[config.mk]
export PLATFORM = sky130hd
export DESIGN_NAME = i2c_master_byte_engine
export DESIGN_NICKNAME = d
export VERILOG_FILES = /design/src/hdl/i2cm_pkg.sv /design/src/hdl/i2c_master_byte_engine.sv
export VERILOG_INCLUDE_DIRS = /design/src /design/src/hdl
export SDC_FILE = /design/constraint.sdc
export NUM_CORES = 1
export LEC_CHECK = 0
export ABC_CLOCK_PERIOD_IN_PS = 2700
export BUFFER_PORTS_ARGS = -buffer_cell sky130_fd_sc_hd__buf_2
export CORE_ASPECT_RATIO = 1.1
export CORE_UTILIZATION = 45
export CTS_CLUSTER_SIZE = 20
export DETAILED_ROUTE_END_ITERATION = 7
export PLACE_DENSITY = 0.78
export REMOVE_ABC_BUFFERS = 1
export SETUP_SLACK_MARGIN = 0.05
export SKIP_CTS_REPAIR_TIMING = 1
export SLEW_MARGIN = 20
export SYNTH_ARGS = -nofsm -noshare
export SYNTH_HDL_FRONTEND = slang
export SYNTH_SLANG_ARGS = --single-unit
[constraint.sdc]
create_clock -name aclk -period 2.7 [get_ports aclk]
set_input_delay 0.81 -clock aclk [delete_from_list [all_inputs] [get_ports aclk]]
set_output_delay 0.81 -clock aclk [all_outputs]
set_load 0.01 [all_outputs]
[src/hdl/i2c_master_byte_engine_assert.svh]
// assertion macros for the i2c master byte engine
`ifndef I2C_MASTER_BYTE_ENGINE_ASSERT_SVH
`define I2C_MASTER_BYTE_ENGINE_ASSERT_SVH

`ifndef SYNTH
// same-cycle implication, disabled while reset is held
`define I2CM_ASSERT_IMPL(lbl, clk, rstn, a, b) \
    lbl: assert property (@(posedge clk) disable iff (!(rstn)) (a) |-> (b)) \
        else $error("i2cm assertion failed");
// next-cycle implication, disabled while reset is held
`define I2CM_ASSERT_NEXT(lbl, clk, rstn, a, b) \
    lbl: assert property (@(posedge clk) disable iff (!(rstn)) (a) |=> (b)) \
        else $error("i2cm assertion failed");
`else
`define I2CM_ASSERT_IMPL(lbl, clk, rstn, a, b)
`define I2CM_ASSERT_NEXT(lbl, clk, rstn, a, b)
`endif

`endif

[src/hdl/i2cm_pkg.sv]
// types and constants for the i2c master byte engine
`timescale 1ns / 1ps

package i2cm_pkg;

    typedef enum logic [2:0] {
        PH_IDLE = 3'b001,
        PH_LOW  = 3'b010,
        PH_HIGH = 3'b100
    } phase_t;

    typedef enum logic [2:0] {
        OP_TICK  = 3'd0,
        OP_START = 3'd1,
        OP_STOP  = 3'd2,
        OP_WRITE = 3'd3,
        OP_READ  = 3'd4
    } op_t;

    localparam logic [0:0] REG_LOW_TICKS  = 1'b0;
    localparam logic [0:0] REG_HIGH_TICKS = 1'b1;

    localparam logic [7:0] LOW_TICKS_RESET  = 8'd3;
    localparam logic [7:0] HIGH_TICKS_RESET = 8'd2;

    // slot number of the ack bit after the eight data bits
    localparam logic [3:0] ACK_SLOT = 4'd8;
    localparam logic [7:0] MSB_MASK = 8'h80;

endpackage

[src/hdl/i2c_master_byte_engine.sv]
// i2c master byte engine: one bus tick per item, registered result per tick
//
//   channel | direction | handshake          | payload
//   s_      | in        | s_valid / s_ready  | operation, tx_byte, ack_to_send, sda_in
//   m_      | out       | m_valid / m_ready  | scl, sda, busy, done, rx_byte, ack, rejected
//   cfg_    | in        | cfg_we             | cfg_index, cfg_data
//
// one item is taken per cycle while s_ready is high; its result appears in the output register in the next cycle
// the sequencer state and the output register update in the same edge, so throughput is
// one item per cycle as long as the result side keeps taking
// s_ready drops only while a result waits and m_ready is low
// reset is synchronous, active low; it restores bus release and the default delays
`timescale 1ns / 1ps

module i2c_master_byte_engine
    import i2cm_pkg::*;
(
    input  logic       aclk,
    input  logic       aresetn,

    input  logic       cfg_we,
    input  logic [0:0] cfg_index,
    input  logic [7:0] cfg_data,

    input  logic       s_valid,
    output logic       s_ready,
    input  logic [2:0] s_operation,
    input  logic [7:0] s_tx_byte,
    input  logic       s_ack_to_send,
    input  logic       s_sda_in,

    output logic       m_valid,
    input  logic       m_ready,
    output logic       m_scl_out,
    output logic       m_sda_out,
    output logic       m_busy_res,
    output logic       m_done_res,
    output logic [7:0] m_rx_byte,
    output logic       m_ack_received,
    output logic       m_rejected
);

`include "i2c_master_byte_engine_assert.svh"

    logic [7:0] low_ticks_reg;
    logic [7:0] high_ticks_reg;

    phase_t     phase_reg,       phase_next;
    logic [7:0] tick_count_reg,  tick_count_next;
    logic [3:0] bit_index_reg,   bit_index_next;
    logic [7:0] shift_data_reg,  shift_data_next;
    op_t        current_op_reg,  current_op_next;
    logic       scl_level_reg,   scl_level_next;
    logic       sda_level_reg,   sda_level_next;
    logic       ack_level_reg,   ack_level_next;
    logic [7:0] read_result_reg, read_result_next;
    logic       ack_choice_reg,  ack_choice_next;

    logic       m_valid_reg;
    logic       scl_out_reg;
    logic       sda_out_reg;
    logic       busy_reg;
    logic       done_reg;
    logic [7:0] rx_byte_reg;
    logic       ack_out_reg;
    logic       rejected_reg;

    logic       accept;
    logic       is_cmd;
    op_t        op_in;
    logic [7:0] low_lim;
    logic [7:0] high_lim;
    logic [7:0] tick_inc;
    logic [3:0] next_bit;
    logic       next_sda;
    logic       rej_c;
    logic       done_c;

    assign s_ready = !m_valid_reg || m_ready;
    assign accept  = s_valid && s_ready;

    // a zero delay behaves as one tick
    assign low_lim  = (low_ticks_reg == 8'd0) ? 8'd1 : low_ticks_reg;
    assign high_lim = (high_ticks_reg == 8'd0) ? 8'd1 : high_ticks_reg;
    assign tick_inc = tick_count_reg + 8'd1;
    assign next_bit = bit_index_reg + 4'd1;

    always_comb begin
        op_in  = OP_TICK;
        is_cmd = 1'b0;
        unique case (s_operation)
            OP_START: begin op_in = OP_START; is_cmd = 1'b1; end
            OP_STOP:  begin op_in = OP_STOP;  is_cmd = 1'b1; end
            OP_WRITE: begin op_in = OP_WRITE; is_cmd = 1'b1; end
            OP_READ:  begin op_in = OP_READ;  is_cmd = 1'b1; end
            default:  begin op_in = OP_TICK;  is_cmd = 1'b0; end
        endcase
    end

    // sda level at the start of the following slot
    always_comb begin
        next_sda = 1'b0;
        if (current_op_reg == OP_WRITE) begin
            if (next_bit < ACK_SLOT) begin
                next_sda = shift_data_reg[3'(4'd7 - next_bit)];
            end else begin
                next_sda = 1'b1;
            end
        end else begin
            next_sda = (next_bit < ACK_SLOT) ? 1'b1 : ack_choice_reg;
        end
    end

    always_comb begin
        phase_next       = phase_reg;
        tick_count_next  = tick_count_reg;
        bit_index_next   = bit_index_reg;
        shift_data_next  = shift_data_reg;
        current_op_next  = current_op_reg;
        scl_level_next   = scl_level_reg;
        sda_level_next   = sda_level_reg;
        ack_level_next   = ack_level_reg;
        read_result_next = read_result_reg;
        ack_choice_next  = ack_choice_reg;
        rej_c            = 1'b0;
        done_c           = 1'b0;

        if (accept) begin
            unique case (phase_reg)
                PH_IDLE: begin
                    if (is_cmd) begin
                        current_op_next = op_in;
                        bit_index_next  = 4'd0;
                        tick_count_next = 8'd0;
                        phase_next      = PH_LOW;
                        if (op_in == OP_WRITE) begin
                            shift_data_next = s_tx_byte;
                            sda_level_next  = s_tx_byte[7];
                        end else if (op_in == OP_READ) begin
                            shift_data_next = 8'd0;
                            ack_choice_next = s_ack_to_send;
                            sda_level_next  = 1'b1;
                        end
                    end
                end
                PH_LOW: begin
                    rej_c           = is_cmd;
                    tick_count_next = tick_inc;
                    if (tick_inc >= low_lim) begin
                        if (current_op_reg == OP_START) begin
                            sda_level_next = 1'b0;
                        end else begin
                            scl_level_next = 1'b1;
                            // read data is sampled as scl rises
                            if (current_op_reg == OP_READ && bit_index_reg < ACK_SLOT
                                    && s_sda_in) begin
                                shift_data_next = shift_data_reg
                                                | (MSB_MASK >> bit_index_reg[2:0]);
                            end
                        end
                        tick_count_next = 8'd0;
                        phase_next      = PH_HIGH;
                    end
                end
                PH_HIGH: begin
                    rej_c           = is_cmd;
                    tick_count_next = tick_inc;
                    if (tick_inc >= high_lim) begin
                        tick_count_next = 8'd0;
                        if (current_op_reg == OP_START) begin
                            scl_level_next = 1'b0;
                            done_c         = 1'b1;
                        end else if (current_op_reg == OP_STOP) begin
                            sda_level_next = 1'b1;
                            done_c         = 1'b1;
                        end else begin
                            scl_level_next = 1'b0;
                            sda_level_next = 1'b0;
                            if (bit_index_reg >= ACK_SLOT) begin
                                if (current_op_reg == OP_WRITE) begin
                                    ack_level_next = s_sda_in;
                                end else begin
                                    read_result_next = shift_data_reg;
                                end
                                done_c = 1'b1;
                            end else begin
                                // end of one slot sets sda for the next
                                bit_index_next = next_bit;
                                sda_level_next = next_sda;
                                phase_next     = PH_LOW;
                            end
                        end
                        if (done_c) begin
                            phase_next     = PH_IDLE;
                            bit_index_next = 4'd0;
                        end
                    end
                end
                default: begin
                    phase_next = PH_IDLE;
                end
            endcase
        end
    end

    always_ff @(posedge aclk) begin
        if (!aresetn) begin
            low_ticks_reg   <= LOW_TICKS_RESET;
            high_ticks_reg  <= HIGH_TICKS_RESET;
        end else if (cfg_we) begin
            unique case (cfg_index)
                REG_LOW_TICKS:  low_ticks_reg  <= cfg_data;
                REG_HIGH_TICKS: high_ticks_reg <= cfg_data;
                default:        ;
            endcase
        end
    end

    always_ff @(posedge aclk) begin
        if (!aresetn) begin
            phase_reg       <= PH_IDLE;
            tick_count_reg  <= 8'd0;
            bit_index_reg   <= 4'd0;
            shift_data_reg  <= 8'd0;
            current_op_reg  <= OP_TICK;
            scl_level_reg   <= 1'b1;
            sda_level_reg   <= 1'b1;
            ack_level_reg   <= 1'b0;
            read_result_reg <= 8'd0;
            ack_choice_reg  <= 1'b0;
            m_valid_reg     <= 1'b0;
        end else begin
            phase_reg       <= phase_next;
            tick_count_reg  <= tick_count_next;
            bit_index_reg   <= bit_index_next;
            shift_data_reg  <= shift_data_next;
            current_op_reg  <= current_op_next;
            scl_level_reg   <= scl_level_next;
            sda_level_reg   <= sda_level_next;
            ack_level_reg   <= ack_level_next;
            read_result_reg <= read_result_next;
            ack_choice_reg  <= ack_choice_next;
            if (accept) begin
                m_valid_reg <= 1'b1;
            end else if (m_ready) begin
                m_valid_reg <= 1'b0;
            end
        end
    end

    // result register, loaded with the state after this tick
    always_ff @(posedge aclk) begin
        if (accept) begin
            scl_out_reg  <= scl_level_next;
            sda_out_reg  <= sda_level_next;
            busy_reg     <= (phase_next != PH_IDLE);
            done_reg     <= done_c;
            rx_byte_reg  <= read_result_next;
            ack_out_reg  <= ack_level_next;
            rejected_reg <= rej_c;
        end
    end

    assign m_valid        = m_valid_reg;
    assign m_scl_out      = scl_out_reg;
    assign m_sda_out      = sda_out_reg;
    assign m_busy_res     = busy_reg;
    assign m_done_res     = done_reg;
    assign m_rx_byte      = rx_byte_reg;
    assign m_ack_received = ack_out_reg;
    assign m_rejected     = rejected_reg;

    `I2CM_ASSERT_IMPL(a_bit_bound, aclk, aresetn, 1'b1, bit_index_reg <= ACK_SLOT)
    `I2CM_ASSERT_IMPL(a_idle_bit_zero, aclk, aresetn, phase_reg == PH_IDLE, bit_index_reg == 4'd0)
    `I2CM_ASSERT_NEXT(a_accept_result, aclk, aresetn, s_valid && s_ready, m_valid)
    `I2CM_ASSERT_IMPL(a_done_not_busy, aclk, aresetn, m_valid && m_done_res, !m_busy_res)

endmodule
### Word-level counts from Yosys, hierarchy flattened

Index checks and enable logic that the tools add are counted.

* add/subtract/negate cells: 3
* order comparisons: 6
* equality and inequality tests: 23
* shift operators: 1
* mux-type cells: 76
* bitwise gates (word level): 3
* reductions and logical operators: 21

Operators by type and width (count)
* 2-to-1 mux 8 bit: 18
* 2-to-1 mux 1 bit: 36
* 2-to-1 mux 3 bit: 8
* 2-to-1 mux 4 bit: 6
* case mux 8 bit (3 select lines): 1
* equality test 3 x 2 -> 1 bit (second input constant): 6
* >= comparator 8 bit: 2
* logical NOT 8 bit: 2
* case mux 8 bit (2 select lines): 1
* AND reduction 7 bit: 2
* equality test 3 bit (second input constant): 4
* inequality test 3 bit (second input constant): 4
* case mux 3 bit (4 select lines): 1
* inequality test 2 bit (second input constant): 5
* equality test 3 x 1 -> 1 bit (second input constant): 3
* case mux 3 bit (3 select lines): 1
* adder 8 x 1 -> 8 bit (second input constant): 1
* < comparator 4 bit (second input constant): 2
* bitwise OR 8 bit: 1
* case mux 4 bit (2 select lines): 1
* >> shifter 8 x 3 -> 8 bit (first input constant): 1
* AND reduction 2 bit: 3
* AND reduction 3 bit: 2
* nonzero test 2 bit: 3
* 16 further kinds: 19

* flip-flop bits (word level): 69
* bits of input ports: 27
* output and inout bits: 16

### Longest topological paths before layout

* word-level depth: 12
* depth in mapped cells: 13
* gate-level depth less buffers: 11

### Least setup slack after synthesis

Ideal clock, no wire load.

* kind: reg-to-reg
* start point: register tick_count_reg[0]
* end point: register rx_byte_reg[6], in the netlist m_rx_byte[6], data pin
* setup time: 0.262 ns
* data arrival time: 2.552 ns
* slack: -0.114 ns
* cell stages (with the launch flop): 11
* path buffers: 1
* clock period less this slack: 2.814 ns
* cells stage by stage: dfxtp_1 -> ha_1 -> nand3_1 -> xnor2_1 -> ha_1 -> o21a_1 -> a21oi_1 -> o31a_1 -> buf_6 -> nor4_4 -> mux2_2

* word-level cells in the longest chain between the ends: 5

Ends and longest elaborated chain
* start, declared: line i2c_master_byte_engine.sv:49 `logic [7:0] tick_count_reg, tick_count_next;`
* start signal, assigned: line i2c_master_byte_engine.sv:234 `tick_count_reg <= tick_count_next;`
* adder 8 x 1 -> 8 bit: line i2c_master_byte_engine.sv:85 `assign tick_inc = tick_count_reg + 8'd1;`
* >= comparator 8 bit: line i2c_master_byte_engine.sv:168 `if (tick_inc >= high_lim) begin`
* 2-to-1 mux 8 bit: line i2c_master_byte_engine.sv:168
* 2-to-1 mux 8 bit: line i2c_master_byte_engine.sv:129 `unique case (phase_reg)`
* 2-to-1 mux 8 bit: line i2c_master_byte_engine.sv:128 `if (accept) begin`
* net read_result_next[6]: line i2c_master_byte_engine.sv:56 `logic [7:0] read_result_reg, read_result_next;`
* end signal, assigned: line i2c_master_byte_engine.sv:258 `rx_byte_reg <= read_result_next;`
* end, declared: line i2c_master_byte_engine.sv:64 `logic [7:0] rx_byte_reg;`

The timed path passes the listed nets, and every way through them passes these cells.
A chain may end at the register's enable or synchronous reset.

### Final worst setup path

* start point: register tick_count_reg[0]
* end point: register bit_index_reg[3]

* word-level cells in the longest chain between the ends: 4

Ends and longest elaborated chain
* adder 8 x 1 -> 8 bit: line i2c_master_byte_engine.sv:85
* >= comparator 8 bit: line i2c_master_byte_engine.sv:168
* inequality test 2 bit (no source line)
* AND reduction 7 bit (no source line)
* end signal, assigned: line i2c_master_byte_engine.sv:235 `bit_index_reg <= bit_index_next;`
* end, declared: line i2c_master_byte_engine.sv:50 `logic [3:0] bit_index_reg, bit_index_next;`

Every way passes these cells.

==> key figures <==
Die
  – Chip Height: 97.5 um
  – Die Wd: between 80 and 90 um
  – Die Area: ~0.0087 sq mm
  – Row Count: 34
  – Placeable Area: just under 0.008 sq mm
  – I/O pin cnt: 43
  – Effective utilization at floorplan: 46.9%

Critical path
  – Reg-to-Reg Start: tick_count_reg[0]
  – CP Class: flop to flop
  – CP arrival: just over 3 ns
  – WP data required: approximately 3.0 ns
  – R2R setup slack: -0.05 ns
  – Worst setup SP type: flop
  – R2R depth: 11
  – CP Max Fanout: 6
  – Critical Path Sink Type: flop
  – Reg-to-reg endpoint: bit_index_reg[3]

Placed design
  – Post-detail-place hpwl: 6430 um
  – Final GP Congestion: about 0.90
  – Dpl cells: 568
  – Port Buffers: 42

STA
  – Final period util: 102%
  – Final setup vio count: 6
  – Max Slew Vio Count: 0
  – Worst rel slew slack: approximately two thirds
  – Worst Clk Skew: 0.0102 ns
  – RSZ-0062 raised after global routing: true
  – Post-route setup slack: -0.0550 ns
  – Highest clock rate: between 300 and 400 MHz
  – Tmin final: about 2.8 ns
  – Worst-Margin Slew: ~0.51 ns
  – Hold Fails Final Rpt: 0

Power
  – Pwr/cell area: approximately 470 mW/mm^2
  – Peak supply drop: between 400 and 500 uV
  – P_leak: slightly below 2 nW
  – Final Power: around 2.2 mW

Detailed routing
  – Top Metal Used: met4
  – Wire length on met2: 4500 um
  – First-pass iteration count of the detailed router: 4
  – Residual DRC: 0
  – Routed WL: about 9000 um
  – Initial DRC count: 189
  – DRT antenna net count: 0
  – M1 wire length: roughly 3800 um
  – Via density: roughly 5.6
  – Met3 WL: 518 um
  – Drt wl/cell: approximately 15 um
  – Via count: roughly 3300

Global route
  – Congestion Overflow GR: 0
  – Initial antenna violation count: 0
  – Largest net degree at the start of global routing: 24
  – Global-route wire length before repair: 14200 um
  – Via count of the first global-routing pass: 3067
  – GRT Total Usage: around a fifth

Logic synthesis
  – Synth top area cells: dfxtp_1 30%, edfxtp_1 11%, ha_1 7.7%
  – Yosys reg bits: slightly below 70
  – Post-synth top area share: between 20 and 30%
  – Most instantiated library cell after synthesis: dfxtp_1
  – EDFF count, synth: 14
  – Syn avg cell area: approximately 9.2 sq um
  – Leading area contributor after synthesis: dfxtp_1
  – Yosys warning count: 0
  – Synth cell types: 64
  – Post-Synthesis Cell Area: between 0.003 and 0.004 sq mm
  – Async set or reset register ratio after synthesis: 0%
  – Seq/Total Area, Yosys: 40.8%
  – Ys flop type: dfxtp_1
  – Cells after Synth: a little over 400
  – Top post-synthesis cells by count: 55 x dfxtp_1, 40 x nand2_1, 34 x a21oi_1

Layout
  – Fin nets: 529
  – Flip-flop and latch area: about 0.0015 sq mm
  – Area grow syn2layout: 26.4%
  – Layout Cells excl Fill: between 500 and 600
  – Area of the multi-input gates: between 0.002 and 0.0025 sq mm
  – Share of cells above drive strength 1: approximately 33%
  – Fill cells: between 600 and 700
  – Diode count: 0

Min path
  – Hold/Removal Path Class: flop to flop
  – Worst hold endpoint: high_ticks_reg[7]
  – Min-delay src: high_ticks_reg[7]
  – WHS Path Cells: 2

Run status
  – Violated checks: negative setup slack
  – Status: finished with violations

Clock network
  – Bufs on Longest Clock Path: 2
  – Clock root cell: clkbuf_8
  – CTS tree: built
  – Max H-tree Level: 3
  – Worst skew pair latency: approximately 0.35 ns
  – Clk sinks: 69
  – TritonCTS Buffers: 9
  – Clk pin slew, worst setup/hold paths: around 0.070 ns

Flow run
  – Maxcap violations: 0
## layer usage
metal	track usage (%)	vias up
li1	-	1624
met1	27.4	1557
met2	34.2	109
met3	5.86	23
met4	6.82	0
met5	0	-
## kinds of logic (layout without fill, tap and decap cells)
kind of cell / count (synthesis) / after routing / share of synthesized area, %
adders and majority gates: 23 / 23 / 7.72
DFF: 69 / 69 / 40.8
AOI/OAI and AO/OA: 102 / 102 / 17.9
xor gates and xnor gates: 7 / 7 / 1.64
buffers and inverters: 40 / 118 / 5.37
and+or+nand+nor: 152 / 152 / 22.1
muxes: 13 / 13 / 4.46
## where the power goes
| part | total, mW | switching (mW) | internal (mW) |
|---|---|---|---|
| logic | 0.283 | 0.161 | 0.122 |
| clock network | 0.808 | 0.387 | 0.421 |
| registers | 1.11 | 0.0302 | 1.08 |
| total | 2.21 | 0.578 | 1.63 |
## layout by cell type, fill, tap and decap left out, types with 3 or more instances in the layout
cell type and n:
mux2_2 8, o21bai_1 5, a211oi_1 3, ha_1 20
buf_2 42, a41o_1 3, nand2b_1 7, nand4_1 4
clkinv_1 3, a21oi_2 4, nand3_4 3, and2_1 11
nor3b_1 8, or2_2 3, a31oi_1 3, o21ai_1 3
dfxtp_1 51, nor3_1 3, clkbuf_8 9, a21oi_1 30
nor2_4 3, buf_4 33, xnor2_1 3, nor2_1 13
nand2_1 38, edfxtp_1 14, or4_4 3, dfxtp_4 3
o21ai_0 14, inv_1 21, a22o_1 5, buf_6 4
nand3_1 25, o211ai_1 5, o21a_1 5
## per-stage QoR
| stage | cell area (sq um) | hold slack, ns | setup slack, ns | utilization [%] | setup TNS, ns |
|---|---|---|---|---|---|
| finish | 4710 | 0.466 | -0.0550 | 59.2 | -0.244 |
| global route | 4710 | 0.493 | -0.121 | 59.2 | -0.862 |
| CTS | 4360 | 0.466 | -0.246 | 54.8 | -4.76 |
| detailed placement | 4180 | 0.455 | -0.218 | 52.5 | -3.88 |
| global placement | 4180 | 0.448 | -0.150 | 52.5 | -2.55 |
| floorplan | 3610 | 0.436 | -0.108 | - | -1.72 |
## worst max-delay path by stage
stage                                  from                  to  slack (ns)  depth (start not counted)
after global placement    tick_count_reg[0]  read_result_reg[2]       -0.15                         10
final                     tick_count_reg[0]    bit_index_reg[3]       -0.05                         11
after floorplan           tick_count_reg[0]        m_rx_byte[6]       -0.11                          9
after detailed placement  tick_count_reg[0]  read_result_reg[4]       -0.22                         10
after global routing      tick_count_reg[0]    bit_index_reg[0]       -0.12                         11
after CTS                 tick_count_reg[0]  read_result_reg[4]       -0.25                         10
## cell type report
| type | count | share of cell area, % |
|---|---|---|
| Clock inverter | 5 | 1.09 |
| Multi-Input combinational cell | 297 | 48.2 |
| Inverter | 23 | 1.83 |
| Timing Repair Buffer | 79 | 10.7 |
| Tap cell | 108 | 2.87 |
| Clock buffer | 11 | 2.79 |
| Sequential cell | 69 | 32.6 |
## critical path: stages (launching register included)
cell and delay [ns]:
dfxtp_4 0.37, and3_4 0.19, nand3_4 0.09, nor2_4 0.12
xor2_2 0.09, ha_1 0.30, nand3_1 0.07, o31a_1 0.38
buf_6 0.17, or3b_4 0.40, or4_1 0.42, nand3_1 0.08
Note: power is estimated with default switching activity, not from simulation.
